### config.mk
export PLATFORM = sky130hd
export DESIGN_NAME = telemetry_frame_builder_unit
export DESIGN_NICKNAME = d
export VERILOG_FILES = /design/src/rtl/core/tfb_pkg.sv /design/src/rtl/core/telemetry_frame_builder_unit.sv
export SDC_FILE = /design/constraint.sdc
export NUM_CORES = 1
export LEC_CHECK = 0
export BUFFER_PORTS_ARGS = -buffer_cell sky130_fd_sc_hd__buf_4
export CORE_MARGIN = 2
export CORE_UTILIZATION = 45
export CTS_CLUSTER_SIZE = 30
export DETAILED_ROUTE_END_ITERATION = 10
export MAX_ROUTING_LAYER = met4
export PLACE_DENSITY_LB_ADDON = 0.08
export SYNTH_ARGS = -nofsm -noshare
export SYNTH_HDL_FRONTEND = slang
export SYNTH_SLANG_ARGS = --single-unit
### constraint.sdc
create_clock -name clk -period 12.2 [get_ports clk]
set_clock_uncertainty 0.1 [all_clocks]
set_input_delay 1.83 -clock clk [delete_from_list [all_inputs] [get_ports clk]]
set_output_delay 1.83 -clock clk [all_outputs]
set_load 0.05 [all_outputs]
### src/rtl/core/tfb_pkg.sv
// Shared constants and types for the telemetry frame builder.
package tfb_pkg;

  localparam logic [7:0] HEADER_BYTE = 8'hAA;
  localparam logic [7:0] ADDR_RESET  = 8'hFF;
  localparam logic [7:0] CODE_F1     = 8'hF1;
  localparam logic [7:0] CODE_F2     = 8'hF2;
  localparam logic [7:0] LEN_F1      = 8'd7;
  localparam logic [7:0] LEN_F2      = 8'd8;

  localparam logic [3:0] POS_HEADER  = 4'd0;
  localparam logic [3:0] POS_ADDR    = 4'd1;
  localparam logic [3:0] POS_CODE    = 4'd2;
  localparam logic [3:0] POS_LEN     = 4'd3;
  localparam logic [3:0] POS_CHK_F1  = 4'd11;
  localparam logic [3:0] POS_CHK_F2  = 4'd12;
  localparam logic [3:0] POS_LAST_F1 = 4'd12;
  localparam logic [3:0] POS_LAST_F2 = 4'd13;

  typedef enum logic [1:0] {
    ST_IDLE = 2'b01,
    ST_SEND = 2'b10
  } state_t;

endpackage

### src/rtl/core/telemetry_frame_builder_unit.sv
// Telemetry frame builder: one request in, a 13- or 14-byte checked frame out.
//
// Each accepted request (kind on in_tuser, four 16-bit values on in_tdata) is
// sent as one frame, one byte per cycle while out_tready is high, through a
// registered output: header, target address, function code, length, payload,
// running sum and sum of running sums. One 8-bit accumulate step per byte
// before the checks updates both checks as the bytes go out. The input
// is not ready while a frame is being sent; the next request can be taken
// while the final byte still waits in the output register.
module telemetry_frame_builder_unit
  import tfb_pkg::*;
(
  input  logic        clk,
  input  logic        rst_n,
  input  logic        cfg_valid,
  output logic        cfg_ready,
  input  logic [7:0]  cfg_data,
  input  logic        in_tvalid,
  output logic        in_tready,
  input  logic [63:0] in_tdata,   // first_value, second_value, third_value, fourth_value
  input  logic [7:0]  in_tuser,   // func, zero fill
  output logic        out_tvalid,
  input  logic        out_tready,
  output logic [7:0]  out_tdata,  // tx_byte
  output logic        out_tlast,
  output logic [7:0]  out_tuser   // link_select, zero fill
);

  state_t      state_r, state_nxt;
  logic [7:0]  addr_r;
  logic        kind_r;
  logic [15:0] val_r [4];
  logic [3:0]  pos_r, pos_nxt;
  logic [7:0]  sc_r, sc_nxt;
  logic [7:0]  ac_r, ac_nxt;
  logic        ov_r, ov_nxt;
  logic [7:0]  od_r;
  logic        ol_r;
  logic        ok_r;

  logic        in_acc;
  logic        load;
  logic [7:0]  byte_sel;
  logic [3:0]  chk_pos;
  logic [3:0]  last_pos;
  logic        is_last;

  assign cfg_ready  = 1'b1;
  assign in_tready  = (state_r == ST_IDLE);
  assign in_acc     = in_tvalid && in_tready;
  assign load       = (state_r == ST_SEND) && (!ov_r || out_tready);
  assign chk_pos    = kind_r ? POS_CHK_F2 : POS_CHK_F1;
  assign last_pos   = kind_r ? POS_LAST_F2 : POS_LAST_F1;
  assign is_last    = (pos_r == last_pos);

  always_comb begin
    case (pos_r)
      POS_HEADER: byte_sel = HEADER_BYTE;
      POS_ADDR:   byte_sel = addr_r;
      POS_CODE:   byte_sel = kind_r ? CODE_F2 : CODE_F1;
      POS_LEN:    byte_sel = kind_r ? LEN_F2 : LEN_F1;
      4'd4:       byte_sel = val_r[0][7:0];
      4'd5:       byte_sel = val_r[0][15:8];
      4'd6:       byte_sel = val_r[1][7:0];
      4'd7:       byte_sel = val_r[1][15:8];
      4'd8:       byte_sel = val_r[2][7:0];
      4'd9:       byte_sel = val_r[2][15:8];
      4'd10:      byte_sel = val_r[3][7:0];
      4'd11:      byte_sel = kind_r ? val_r[3][15:8] : sc_r;
      4'd12:      byte_sel = kind_r ? sc_r : ac_r;
      default:    byte_sel = ac_r;
    endcase
  end

  always_comb begin
    state_nxt = state_r;
    pos_nxt   = pos_r;
    sc_nxt    = sc_r;
    ac_nxt    = ac_r;
    ov_nxt    = ov_r && !out_tready;
    unique case (state_r)
      ST_IDLE: begin
        if (in_acc) begin
          state_nxt = ST_SEND;
          pos_nxt   = '0;
          sc_nxt    = '0;
          ac_nxt    = '0;
        end
      end
      ST_SEND: begin
        if (load) begin
          ov_nxt  = 1'b1;
          pos_nxt = pos_r + 4'd1;
          if (pos_r < chk_pos) begin
            sc_nxt = sc_r + byte_sel;
            ac_nxt = ac_r + (sc_r + byte_sel);
          end
          if (is_last) begin
            state_nxt = ST_IDLE;
          end
        end
      end
      default: state_nxt = ST_IDLE;
    endcase
  end

  always_ff @(posedge clk) begin
    if (!rst_n) begin
      state_r <= ST_IDLE;
      addr_r  <= ADDR_RESET;
      pos_r   <= '0;
      sc_r    <= '0;
      ac_r    <= '0;
      ov_r    <= 1'b0;
    end else begin
      state_r <= state_nxt;
      pos_r   <= pos_nxt;
      sc_r    <= sc_nxt;
      ac_r    <= ac_nxt;
      ov_r    <= ov_nxt;
      if (cfg_valid && cfg_ready) begin
        addr_r <= cfg_data;
      end
    end
  end

  always_ff @(posedge clk) begin
    if (in_acc) begin
      kind_r   <= in_tuser[0];
      val_r[0] <= in_tdata[15:0];
      val_r[1] <= in_tdata[31:16];
      val_r[2] <= in_tdata[47:32];
      val_r[3] <= in_tdata[63:48];
    end
    if (load) begin
      od_r <= byte_sel;
      ol_r <= is_last;
      ok_r <= kind_r;
    end
  end

  assign out_tvalid = ov_r;
  assign out_tdata  = od_r;
  assign out_tlast  = ol_r;
  assign out_tuser  = {7'd0, ok_r};

  a_accept_starts: assert property (@(posedge clk) disable iff (!rst_n)
    in_acc |=> (state_r == ST_SEND) && (pos_r == POS_HEADER))
    else $error("request did not start a frame");

  a_pos_range: assert property (@(posedge clk) disable iff (!rst_n)
    (state_r == ST_SEND) |-> (pos_r <= last_pos))
    else $error("byte position past end of frame");

  a_link_stable: assert property (@(posedge clk) disable iff (!rst_n)
    (out_tvalid && !out_tlast) |-> (out_tuser[0] == kind_r))
    else $error("link select differs from frame kind");

  a_last_checksum: assert property (@(posedge clk) disable iff (!rst_n)
    (load && is_last) |=> (out_tdata == ac_r) && out_tlast)
    else $error("final byte is not the add check");

endmodule
; After elaboration in Yosys (flattened, before gate mapping)
; Memory sizes are Yosys's and may differ from the RTL's.
; Index checks and enable logic that the tools add are counted.
[op_classes]
addsub = 3
muxes = 25
n_reduce_logical = 11
magnitude_cmp = 1
n_eq_ne = 19
[ops]
columns = operator, count
row1 = one-hot mux 8 bit (13 select lines), 1
row2 = 2-to-1 mux 8 bit, 7
row3 = one-hot mux 8 bit (2 select lines), 2
row4 = equality test 4 bit (second input constant), 5
row5 = adder 8 bit, 2
row6 = equality test 4 x 3 -> 1 bit (second input constant), 4
row7 = 2-to-1 mux 4 bit, 3
row8 = equality test 4 x 2 -> 1 bit (second input constant), 2
row9 = 2-to-1 mux 2 bit, 4
row10 = one-hot mux 4 bit (2 select lines), 1
row11 = AND reduction 3 bit, 2
row12 = 2-to-1 mux 1 bit, 5
row13 = adder 4 x 1 -> 4 bit (second input constant), 1
row14 = equality test 4 x 1 -> 1 bit (second input constant), 1
row15 = equality test 4 bit, 1
row16 = zero test 4 bit, 1
row17 = < comparator 4 bit, 1
row18 = != test 2 x 1 -> 1 bit (second input constant), 2
row19 = != test 2 bit (second input constant), 2
row20 = one-hot mux 2 bit (2 select lines), 1
row21 = AND reduction 4 bit, 1
row22 = logical AND 1 bit, 3
row23 = 2-to-1 mux 3 bit, 1
row24 = equality test 2 x 1 -> 1 bit (second input constant), 1
row25 = 4 further kinds, 5
[totals]
mem_bits_rw = 64
in_bits = 85
word_cells = 70
output_inout_bits = 20
register_bits = 42
n_memories = 1
[mem_list]
columns = name, depth, word_bits, rd, rd_ports_with_merged_regs, write_ports, line
row1 = val_r, 4, 16, 4, 0, 4, telemetry_frame_builder_unit.sv:32  ; logic [15:0] val_r [4];

; Logic depth before layout (Yosys ltp)
; Gate-level depths: netlist (run 1).
; An unclocked memory read counts as a cell.
[logic_depth]
depth_word = 8
mapped_depth = 24
depth_no_buf = 23

; Worst setup path before layout (run 1)
; OpenSTA, ideal clock, no wires.
[synth_path]
path_type = register to register
start = reg pos_r[0]
end = reg ac_r[7]
slack_ps = 7955
required_time_ps = 12039
arrival_time_ps = 4084
period_less_slack_ps = 4245
path_stages_with_launch = 22
setup_ps = 61
path_buffers = 2
cell_sequence = dfxtp_1 -> inv_1 -> ha_1 -> buf_1 -> clkbuf_1 -> a222oi_1 -> o22ai_1 -> o32a_1 -> ha_1 -> inv_1 -> fa_1 -> nor2b_1 -> o21ai_0 -> a21boi_0 -> o21ai_0 -> nor3b_1 -> nor2_1 -> ha_1 -> o41ai_1 -> xnor2_1 -> a211o_1 -> nand3_2
[synth_via]
elab_chain_len = 7
elab_cells_between_ends = 22
classes_between = 2 x add/sub / 1 x order compare / 13 x eq/ne / 4 x mux / 2 x reduce/logical
[synth_lines]
columns = item, line
row1 = "start, declared", telemetry_frame_builder_unit.sv:33  ; logic [3:0] pos_r, pos_nxt;
row2 = "start signal, assigned", telemetry_frame_builder_unit.sv:117  ; pos_r <= pos_nxt;
row3 = "equality test 4 bit, or another cell as far along", telemetry_frame_builder_unit.sv:57  ; case (pos_r)
row4 = one-hot mux 8 bit (13 select lines) (*), telemetry_frame_builder_unit.sv:57
row5 = net byte_sel[0], telemetry_frame_builder_unit.sv:43  ; logic [7:0] byte_sel;
row6 = adder 8 bit (*) (2 in series), telemetry_frame_builder_unit.sv:96  ; ac_nxt = ac_r + (sc_r + byte_sel);
row7 = 2-to-1 mux 8 bit (*), telemetry_frame_builder_unit.sv:94  ; if (pos_r < chk_pos) begin
row8 = 2-to-1 mux 8 bit (*), telemetry_frame_builder_unit.sv:91  ; if (load) begin
row9 = one-hot mux 8 bit (2 select lines) (*), telemetry_frame_builder_unit.sv:81  ; unique case (state_r)
row10 = "end signal, assigned", telemetry_frame_builder_unit.sv:119  ; ac_r <= ac_nxt;
row11 = "end, declared", telemetry_frame_builder_unit.sv:35  ; logic [7:0] ac_r, ac_nxt;
; Mark *: on every way through the listed nets, which the timed path passes. The rest lies on a longest branch. The select of a mux whose other input is x is not followed.
; A chain may end at the register's enable or synchronous reset.

; Worst setup path in the final report (run 1)
[layout_path]
start = reg pos_r[1]
end = reg ac_r[7]
[layout_via]
elab_chain_len = 7
elab_cells_between_ends = 22
classes_between = 2 x add/sub / 1 x order compare / 13 x eq/ne / 4 x mux / 2 x reduce/logical
[layout_lines]
columns = item, line
row1 = "equality test 4 bit, or another cell as far along", telemetry_frame_builder_unit.sv:57
row2 = one-hot mux 8 bit (13 select lines), telemetry_frame_builder_unit.sv:57
row3 = adder 8 bit (2 in series), telemetry_frame_builder_unit.sv:96
row4 = 2-to-1 mux 8 bit, telemetry_frame_builder_unit.sv:94
row5 = 2-to-1 mux 8 bit, telemetry_frame_builder_unit.sv:91
row6 = one-hot mux 8 bit (2 select lines), telemetry_frame_builder_unit.sv:81
; Parallel ways exist; a longest one is shown, timed or not. The select of a mux whose other input is x is not followed.

==> results of run 1 <==
==> routing by layer <==
metal / track usage (%) / vias to the layer above
li1: - / 1819
met1: 27.0 / 1759
met2: 31.7 / 106
met3: 3.83 / 10
met4: 5.58 / 0
met5: - / -
==> through the flow <==
step                cells  util, %  total power, mW
global placement      657     52.3            0.489
global route          673     54.9            0.794
floorplan             450        -            0.462
CTS                   673     54.9            0.770
detailed placement    657     52.3            0.491
finish                673     54.9            0.763
==> layout by cell type (no fill, tap or decap), types with 11 or more instances in the layout <==
cell      synthesis  routed
buf_4             9      97
a21oi_1          28      28
nand2_1          29      29
inv_1            23      22
mux2i_1          22      22
ha_1             21      21
o21ai_0          11      11
edfxtp_1         75      75
nor2_1           21      21
dfxtp_1          31      31
nand3_1          18      18
==> where the power goes <==
part	leakage (nW)	internal, mW	switching (mW)
Sequential	0.958	0.407	0.00608
Combinational	1.35	0.0298	0.0393
Clock	0.142	0.143	0.139
Total	2.44	0.579	0.184
==> final timing paths <==
kind,start,slack [ns],to
hold reg to reg,addr_r[7],0.37,addr_r[7]
hold / removal,addr_r[7],0.37,addr_r[7]
setup reg to reg,pos_r[1],6.86,ac_r[7]
setup / recovery,pos_r[1],6.86,ac_r[7]
==> worst register-to-register path: stages, from the launching register on <==
cell and delay (ns):
dfxtp_1 0.39, inv_1 0.11, ha_1 0.15, buf_4 0.29, or3_4 0.20, a21o_1 0.38
o41ai_1 0.21, or3_1 0.44, o32ai_1 0.43, fa_1 0.29, nor2b_1 0.06, o21ai_0 0.23
a21boi_0 0.16, o21ai_0 0.20, nor3b_1 0.32, nor2_1 0.09, ha_1 0.21, o41ai_1 0.49
xnor2_1 0.17, a211o_1 0.30, nand3_2 0.06
==> final cells by class <==
class | instances | area (µm²) | area share, %
clock buffer | 9 | 225 | 3.64
clock inverter | 7 | 66.3 | 1.07
inverter | 24 | 90.1 | 1.46
multi-input combinational | 287 | 2030 | 32.7
sequential | 106 | 2870 | 46.4
tap | 143 | 179 | 2.89
timing repair buffer | 97 | 728 | 11.8
==> kinds of logic after synthesis <==
family	share of synthesized area, %
simple gates	10.7
compound gates	15.1
flops	55.9
buf+inv	5.04
mux	5.38
fa+ha+maj	5.90
xor+xnor	1.71
other cells	0.146
==> state kept, by name, summed over array words and instances, names as in the netlist <==
signal,cells
val_r,64
out_tlast,1
out_tvalid,1
pos_r,4
ac_r,8
kind_r,1
addr_r,8
state_r,2
sc_r,8
out_tdata,8
ok_r,1
==> results by group, run 1 <==
Clock network
  • CTS clk-pin slew, worst paths: 0.07 ns
  • Sink Count: 106
  • Post-CTS setup buffer count: 0
  • Post-CTS Hold Buffers: 0
  • H-tree Lvls: 3
  • Root buffer cell: clkbuf_16
  • CTS Buf Count: 9
  • Clock tree buffer depth: 2
  • Worst-Skew Late Latency: 0.34 ns
  • CTS tree: yes
  • CTS resizes: 0

Flow run
  • # Max-Cap Violations: 0

Routing
  • Top layer in use: met4
  • Vias: 3694
  • DRC viols: 0
  • Routed Antenna Nets: 0
  • Met3 routed WL: 579 µm
  • Post-Route WL: 11.8 mm
  • Vias/cell: 5.49
  • Met2 WL: 5.57 mm
  • M1 WL: 5.49 mm
  • Drt first pass iters: 6
  • Wire length per cell: 17.5 µm
  • DR iter-0 viols: 210

Setup path
  • Worst EP arrival: 5.53 ns
  • Crit path max-delay family: compound AO/OA/AOI/OAI gates
  • Worst reg2reg path depth: 20
  • Stages on worst setup path: 20
  • Crit. End Element: flip-flop
  • Kind of critical path: flip-flop to flip-flop
  • CP max-delay cell: o41ai_1
  • Crit path cell chain: inv_1, ha_1, buf_4, or3_4, a21o_1, o41ai_1, or3_1, o32ai_1, fa_1, nor2b_1, o21ai_0, a21boi_0, o21ai_0, nor3b_1, nor2_1, ha_1, o41ai_1, xnor2_1, a211o_1, nand3_2
  • Slowest stage delay, CP: 0.49 ns
  • Crit path max fanout: 22
  • Critical Path Source Type: flip-flop
  • Worst path required time: 12.39 ns
  • Worst path bufs/invs: 2

Floorplan
  • Num rows: 39
  • Die Width: 111 µm
  • Total die area: 12300 µm²
  • I/O pin count: 105
  • Core area: 11300 µm²
  • Initial Util: 45.6%
  • Die Y-Extent: 111 µm

Logic synthesis
  • Sequential area share after synthesis: 55.9%
  • Top_reg_cell synth: edfxtp_1
  • Synth cell types: 60
  • Yosys reg bits: 106
  • Top cells by area, synth: edfxtp_1, dfxtp_1, ha_1
  • Top-area cell type share of the netlist area: 43.9%
  • Syn Area/Cell: 11.6 µm²
  • Post-synthesis cell count: 444
  • Post-synth top area cell: edfxtp_1
  • Mapped Area: 5130 µm²
  • Synth Warn #: 0
  • Count leader, synth: edfxtp_1
  • Synth async-reset ratio: 0%
  • Commonest cells post-synth: edfxtp_1, dfxtp_1, nand2_1
  • EDFF count, synth: 75

Worst hold path
  • Hold depth: 2
  • Worst min-delay path category: flip-flop to flip-flop

Layout
  • Synth-to-layout area growth: 20.5%
  • Finished Cell Area: 6190 µm²
  • Layout cells sized above 1: 23.2%
  • # fillers: 977
  • Nets: 633
  • Number of diodes: 0

Global route
  • Initial antenna violation count: 0
  • First-pass GRT wire length: 18.8 mm
  • Total GRT Usage: 20.2%
  • Largest net degree at the start of global routing: 67
  • Total grt overflow: 0
  • Vias in the first global route: 3580

STA
  • TNS Setup: 0 ns
  • Worst slew pin tran: 0.829 ns
  • Fin crit period: 5.34 ns
  • PnR worst setup slack: 6.86 ns
  • Final hold vios: 0
  • RSZ-0062 raised after global routing: false
  • Final worst path period share: 43.8%
  • Max_slew headroom: 44.7%
  • Hold_ws: 0.373 ns
  • Max Freq: 187 MHz
  • Max Slew Vio Count: 0
  • Final setup vio count: 0

Placement
  • Port buffer count: 89
  • DP Wirelength: 8.22 mm
  • Pre-CTS WS: 6.83 ns
  • Area of placed instances: 5900 µm²
  • GPL Wtd Cong: 0.799

Run status
  • Status: finished, final reports clean

Pwr
  • Power Dens Cells: 123 nW/µm²
  • Largest vdd supply drop: 0.0800 mV
  • Leak: 2.44 nW
Power figures use the tool's default switching activity.
==> run 2: changes to the inputs <==
Clock period 12.2 ns to 4.6 ns, I/O delays scaled along.
==> results by group, run 2 (synthesis gave the netlist of run 1 again) <==
Run status
  • Status: finished, final reports clean

Routing
  • M1 WL: 5.67 mm (+3.3%)
  • DRC viols: 0 (unchanged)
  • DR iter-0 viols: 247 (+18%)
  • Met3 routed WL: 467 µm (-19%)
  • Vias/cell: 5.42 (-1.3%)
  • Routed Antenna Nets: 0 (unchanged)
  • Met2 WL: 5.55 mm (-0.39%)
  • Post-Route WL: 12.0 mm (+1.9%)
  • Vias: 3805 (+3.0%)
  • Top layer in use: met4
  • Wire length per cell: 17.1 µm (-2.3%)
  • Drt first pass iters: 4 (-2)

STA
  • Final worst path period share: 95.0% (+51 points)
  • Fin crit period: 4.37 ns (-0.974 ns)
  • TNS Setup: 0 ns (unchanged)
  • Worst slew pin tran: 0.832 ns (+0.00261 ns)
  • Final setup vio count: 0 (unchanged)
  • Max Freq: 229 MHz (+22%)
  • Max_slew headroom: 44.4% (-0.31 points)
  • PnR worst setup slack: 0.232 ns (-6.63 ns)
  • Final hold vios: 0 (unchanged)
  • Max Slew Vio Count: 0 (unchanged)

Layout
  • Max reg flops: 64 (unchanged)
  • Number of diodes: 0 (unchanged)
  • Most common cell after layout, fill and taps aside: buf_4
  • Top reg by flops: val_r
  • Nets: 662 (+4.6%)
  • Layout cells sized above 1: 29.0% (+5.8 points)
  • Post-Layout Cell Count: 702 (+4.3%)
  • Synth-to-layout area growth: 25.9%
  • Finished Cell Area: 6460 µm² (+4.4%)
  • Multi-input gate area: 2060 µm² (+1.6%)
  • # fillers: 959 (-1.8%)
  • Most frequent cells in the layout: buf_4, edfxtp_1, nand2_1, dfxtp_1, a21oi_1
  • Register Area: 2880 µm² (+0.26%)

Clock network
  • H-tree Lvls: 3 (unchanged)
  • Worst-Skew Late Latency: 0.35 ns (about the same)
  • Root buffer cell: clkbuf_16
  • CTS clk-pin slew, worst paths: 0.07 ns (about the same)
  • CTS tree: yes
  • Post-CTS Hold Buffers: 0 (unchanged)
  • Clock tree buffer depth: 2 (unchanged)
  • Sink Count: 106 (unchanged)
  • CTS Buf Count: 9 (unchanged)

Pwr
  • Clock power share: 38.2% (+1.4 points)
  • Leak: 2.61 nW (+6.8%)
  • Internal Power: 1.60 mW (+180%)
  • Largest vdd supply drop: 0.243 mV (+200%)
  • Sequential share of power: 52.6% (-1.5 points)
  • Combinational Power Share: 9.2% (about the same)
  • Sw Pwr: 0.486 mW (+160%)
  • Power Dens Cells: 322 nW/µm² (+160%)
  • Switch share: 23.4% (-0.76 points)

Global route
  • Initial antenna violation count: 0 (unchanged)
  • Total grt overflow: 0 (unchanged)
  • Total GRT Usage: 21.0% (+0.78 points)
  • First-pass GRT wire length: 19.5 mm (+3.9%)
  • Vias in the first global route: 3812 (+6.5%)
  • Largest net degree at the start of global routing: 32 (-52%)

Placement
  • Placed cell count: 684 (+4.1%)
  • GPL Wtd Cong: 0.817 (+2.2%)
  • Port buffer count: 89 (unchanged)
  • DP Wirelength: 8.81 mm (+7.2%)
  • Pre-CTS WS: -0.0486 ns (-6.88 ns)
  • Area of placed instances: 6100 µm² (+3.4%)

Setup path
  • Crit. End Element: flip-flop
  • Kind of critical path: flip-flop to flip-flop
  • Slowest stage delay, CP: 0.39 ns (-0.10 ns)
  • Worst EP arrival: 4.56 ns (-0.97 ns)
  • Reg2Reg Launch Point: pos_r[1]
  • Reg2Reg Setup Slack: 0.23 ns (-6.63 ns)
  • Crit. Startpoint: pos_r[1]
  • Crit path cell chain: inv_1, ha_1, or3_4, a21o_1, o41ai_1, buf_4, o32a_1, ha_1, inv_1, fa_1, nor2b_1, o21ai_2, nor3b_1, nor2_1, ha_1, nand3_1, o221ai_2, o41ai_2, xnor2_1, a211o_1, nand3_2
  • Most frequent CP cell: ha_1
  • Worst path required time: 4.79 ns (-7.60 ns)
  • Critical Path Source Type: flip-flop
  • Crit path max fanout: 5 (-77%)
  • CP max-delay cell: or3_4

Flow run
  • # Max-Cap Violations: 0 (unchanged)

Worst hold path
  • Worst min-delay path category: flip-flop to flip-flop
  • Worst Hold Launch: addr_r[1]

Floorplan
  • Die Width: 111 µm (unchanged)
  • Die Y-Extent: 111 µm (unchanged)
  • Initial Util: 45.6% (unchanged)
  • Total die area: 12300 µm² (unchanged)
  • Core area: 11300 µm² (unchanged)
  • I/O pin count: 105 (unchanged)
  • Num rows: 39 (unchanged)
==> run 2: through the flow <==
step	power, mW	hold slack, ns	util [%]
finish	2.08	0.378	57.3
detailed placement	1.31	0.360	54.1
global route	2.17	0.392	57.3
global placement	1.30	0.353	54.1
CTS	2.10	0.380	56.9
floorplan	1.23	0.337	-
==> run 2: timing repair <==
| item | 4_1_cts | 5_1_grt |
|---|---|---|
| setup buffers | 0 | 2 |
| pin swaps | 0 | 7 |
| gates resized for setup | 3 | 13 |
| setup endpoints to repair | 1 | 3 |
==> run 2: path summary, 6_finish.rpt <==
kind                     to  cells after the start
setup / recovery    ac_r[7]                     21
setup reg to reg    ac_r[7]                     21
hold reg to reg   addr_r[1]                      2
hold / removal    addr_r[1]                      2
==> run 2: critical path, delay by kind of cell, from the launching register on <==
family	cells	cell delay, ns
xor+xnor	1	0.14
fa+ha+maj	4	1.04
compound gates	7	1.28
simple gates	6	1.07
buf+inv	3	0.31
flops	1	0.37
==> run 2: cell type report <==
cell class                      count  share of cell area (%)
Sequential cell                   106                    44.6
Clock buffer                        9                    3.48
Multi-Input combinational cell    287                    31.8
Timing Repair Buffer              126                    14.6
Inverter                           24                    1.39
Clock inverter                      7                    1.30
Tap cell                          143                    2.77
==> run 2: power by group through the flow <==
stage / Clock [mW] / Sequential [mW] / Combinational, mW
2_1_floorplan: 0 / 1.12 / 0.107
3_3_place_gp: 0 / 1.12 / 0.186
3_5_place_dp: 0 / 1.12 / 0.190
4_1_cts: 0.815 / 1.10 / 0.191
5_1_grt: 0.861 / 1.10 / 0.210
6_report: 0.795 / 1.10 / 0.192
==> run 2: layer usage <==
layer / up-vias / global-route usage, %
met3: 22 / 3.06
li1: 1874 / -
met1: 1805 / 29.0
met2: 104 / 30.8
met5: - / -
met4: 0 / 9.42
